## src/sv/dspm_ram.sv

```systemverilog
// generic ram with one write port and one registered read port
`timescale 1ns / 1ps
`default_nettype none
module dspm_ram #(
   parameter int WIDTH = 8,
   parameter int DEPTH = 64
) (
   input  wire logic                     clock,
   input  wire logic                     wr_en,
   input  wire logic [$clog2(DEPTH)-1:0] wr_addr,
   input  wire logic [WIDTH-1:0]         wr_data,
   input  wire logic [$clog2(DEPTH)-1:0] rd_addr,
   output logic      [WIDTH-1:0]         rd_data
);
   logic [WIDTH-1:0] mem_ff [DEPTH];

   // write port and registered read port
   always_ff @(posedge clock) begin
      if (wr_en) mem_ff[wr_addr] <= wr_data;
      rd_data <= mem_ff[rd_addr];
   end
endmodule
`default_nettype wire

```

## config.mk

```make
export PLATFORM = sky130hd
export DESIGN_NAME = dspm_ram
export DESIGN_NICKNAME = d
export VERILOG_FILES = /design/src/sv/dspm_ram.sv
export SDC_FILE = /design/constraint.sdc
export NUM_CORES = 1
export LEC_CHECK = 0
export BUFFER_PORTS_ARGS = -buffer_cell sky130_fd_sc_hd__buf_2
export CAP_MARGIN = 20
export CORE_ASPECT_RATIO = 1.5
export CORE_UTILIZATION = 55
export CTS_CLUSTER_SIZE = 16
export DETAILED_ROUTE_END_ITERATION = 6
export HOLD_SLACK_MARGIN = 0.08
export PLACE_DENSITY_LB_ADDON = 0.05
export SETUP_SLACK_MARGIN = 0.15
export SLEW_MARGIN = 30
export SYNTH_ARGS = -nofsm -noshare
export SYNTH_HDL_FRONTEND = slang
export SYNTH_SLANG_ARGS = --single-unit
```

## constraint.sdc

```tcl
create_clock -name clock -period 6.3 [get_ports clock]
set_input_delay 1.26 -clock clock [delete_from_list [all_inputs] [get_ports clock]]
set_output_delay 1.26 -clock clock [all_outputs]
set_load 0.02 [all_outputs]
```

==> reports/qor.csv <==
metric;value;unit
ys_ff_latch;520;
clock_power_share;0.397;
reg2reg_to;rd_data[0];
dr.pass1.iters;5;
yosysMostFrequentCell;edfxtp_1;
slew-limit-headroom;0.3535;
cts_made_buffers;47;
ys_warn_count;0;
peakVddDrop;0.0002421;V
clk_path_buf_depth;3;
cts_setup_buffers;0;
fin_tns_setup;0;ns
critical_path_peak_fanout;51;
n_fill_cell;2475;
seq_area_frac_synth;0.7703;
grtUsageTotal;0.2515;
synth_area_leaders;edfxtp_1 (76%), mux4_2 (14%), nor2_1 (1.5%), mux2i_1 (1.1%), dfxtp_1 (0.79%);
crit_arrival;4.07;ns
syn-num-nets;962;
syn_inst;940;
crit_type;in2reg;
clock-sinks;520;
grt_setup_unrepaired;false;
drtIter0Drc;781;
ant_nets;0;
synthArstFlopShare;0;
timing.fmax;0.2751;GHz
sequentialPowerShare;0.553;
power.internal;5.520;mW
core_area;36050;um^2
skew;0.01246;ns
synth_common_cells;edfxtp_1 (512), mux4_2 (126), nor2_1 (83), mux2i_1 (23), nand2_1 (19);
syn_area_per_cell;21.45;um^2
power_frac_comb;0.050;
reg2reg_depth;4;
powerDensity;312.4;nW/um^2
ios;30;
start_util;0.5594;
clk_pin_slew;0.06;ns
register_area;15530;um^2
finalSetupViolCount;0;
cts-resized-gates;0;
status;complete, no violations;
synth_top_area_frac;0.7624;
ys_types;40;
drt-total-wl;44.35;mm
cts_tree;yes;
fp.dieH;236.5;um
grt_pass1_vias;9891;
gp_congestion;0.8317;
grt_max_degree;65;
vias_per_cell;6.269;
nNetsFinal;999;
synth_top_cell_by_area;edfxtp_1;
clk_latency;0.56;ns
drive_gt1_frac;0.2557;
critPathCaptureType;register;
ctsHtreeMaxLevel;2;
hp-class;reg2reg;
multi_input_area;4345;um^2
power_switching;1.431;mW
period_minus_slack;3.635;ns
row_count;85;
vias;9353;
grt.overflow.total;0;
synth.cell_area;20170;um^2
dieArea;37450;um^2
synth-edff-count;512;
timing.final.hold_violations;0;
crit_required;6.74;ns
swShare;0.2059;
period_share;0.5770;
dp_hpwl;27.26;mm
io_buffers;29;
holdBufCountCts;0;
hold_end;rd_data[2];
antenna_found_initial;0;
final_max_slew_viol_count;0;
critPathLaunchType;input pin;
wl_per_cell;29.72;um
holdPathStages;4;
fin_cells;1492;
reg2reg_slack;4.05;ns
drv_cap;0;
grt_pass1_wl;65.45;mm
die_w;158.3;um
reg2reg_from;mem_ff[45][0];
cts_root_buf;clkbuf_16;
whs;0.8416;ns
min-delay-start;mem_ff[23][2];
power;6.951;mW
area_growth;10.33;%
ys.flop_type;edfxtp_1;
p_leak;6.866;nW
tightest_slew;0.9661;ns
drc;0;
dp_cells;1406;
-- flip-flops by register name, summed over array words and instances, names as in the netlist --
signal   count
rd_data      8
mem_ff     512
-- routing by layer --
metal | track usage | part of all wire | up-vias
li1 | - | - | 4007
met5 | 0 | 0 | -
met2 | 0.4244 | 0.52 | 326
met4 | 0.1206 | 0.049 | 0
met3 | 0.04264 | 0.058 | 95
met1 | 0.3149 | 0.38 | 4925
-- power groups by stage --
stage	Combinational [mW]	Sequential [mW]	Clock, mW
floorplan	0.204	3.92	0
global placement	0.342	3.92	0
detailed placement	0.354	3.92	0
CTS	0.354	3.84	2.81
global route	0.372	3.84	2.92
finish	0.350	3.84	2.76
-- worst max-delay path by stage --
stage,start,end,slack (ns),cells after the start
2_1_floorplan,rd_addr[1],rd_data[3],3.37,7
3_3_place_gp,rd_addr[0],rd_data[1],2.08,7
3_5_place_dp,rd_addr[1],rd_data[1],2.08,7
4_1_cts,rd_addr[1],rd_data[1],2.66,7
5_1_grt,rd_addr[1],rd_data[1],2.59,7
6_report,rd_addr[1],rd_data[1],2.66,7
-- worst max-delay path: stages --
cell       delay, ns
buf_4           0.53
buf_4           0.74
mux4_2          0.42
mux4_2          0.47
nor2_1          0.33
nor3_1          0.11
o2bb2ai_1       0.14
-- through the flow --
step	setup WS (ns)	instance area [um^2]	util
final	2.665	22250	0.6171
after global routing	2.586	22250	0.6171
after CTS	2.664	22230	0.6165
after detailed placement	2.080	20740	0.5753
after global placement	2.077	20690	0.5738
after floorplan	3.372	20170	-
-- area by class of cell --
| cell class | instances | share of cell area |
|---|---|---|
| Multi-Input combinational cell | 369 | 0.1953 |
| Sequential cell | 520 | 0.6982 |
| Tap cell | 478 | 0.02688 |
| Antenna cell | 1 | 0.0001125 |
| Clock inverter | 26 | 0.009054 |
| Timing Repair Buffer | 39 | 0.01276 |
| Clock buffer | 59 | 0.05770 |
-- cell families (layout without fill, tap and decap cells) --
kind of cell / count (synthesis) / after routing / share of synthesized area
other cells: 0 / 1 / 0
simple gates: 153 / 153 / 0.03387
buf+inv: 51 / 124 / 0.01570
compound gates: 54 / 54 / 0.02072
flops: 520 / 520 / 0.7703
mux: 162 / 162 / 0.1594
-- placed cells by master, fill, tap and decap left out, drive strengths merged, types with 3 or more instances in the layout --
master     n
nand3b     3
nor2b     14
bufinv     3
o22ai      8
o21ai      4
nand3     13
nor2      83
o2111ai    3
edfxtp   512
dfxtp      8
a22oi      3
clkinv    21
clkbuf    60
a21oi      3
mux4     126
o221ai     8
mux2i     23
buf       38
o2bb2ai    3
a211oi     4
a221oi     6
mux2      13
nor3       7
nand2b     7
nand2     19
Power figures use the tool's default switching activity.
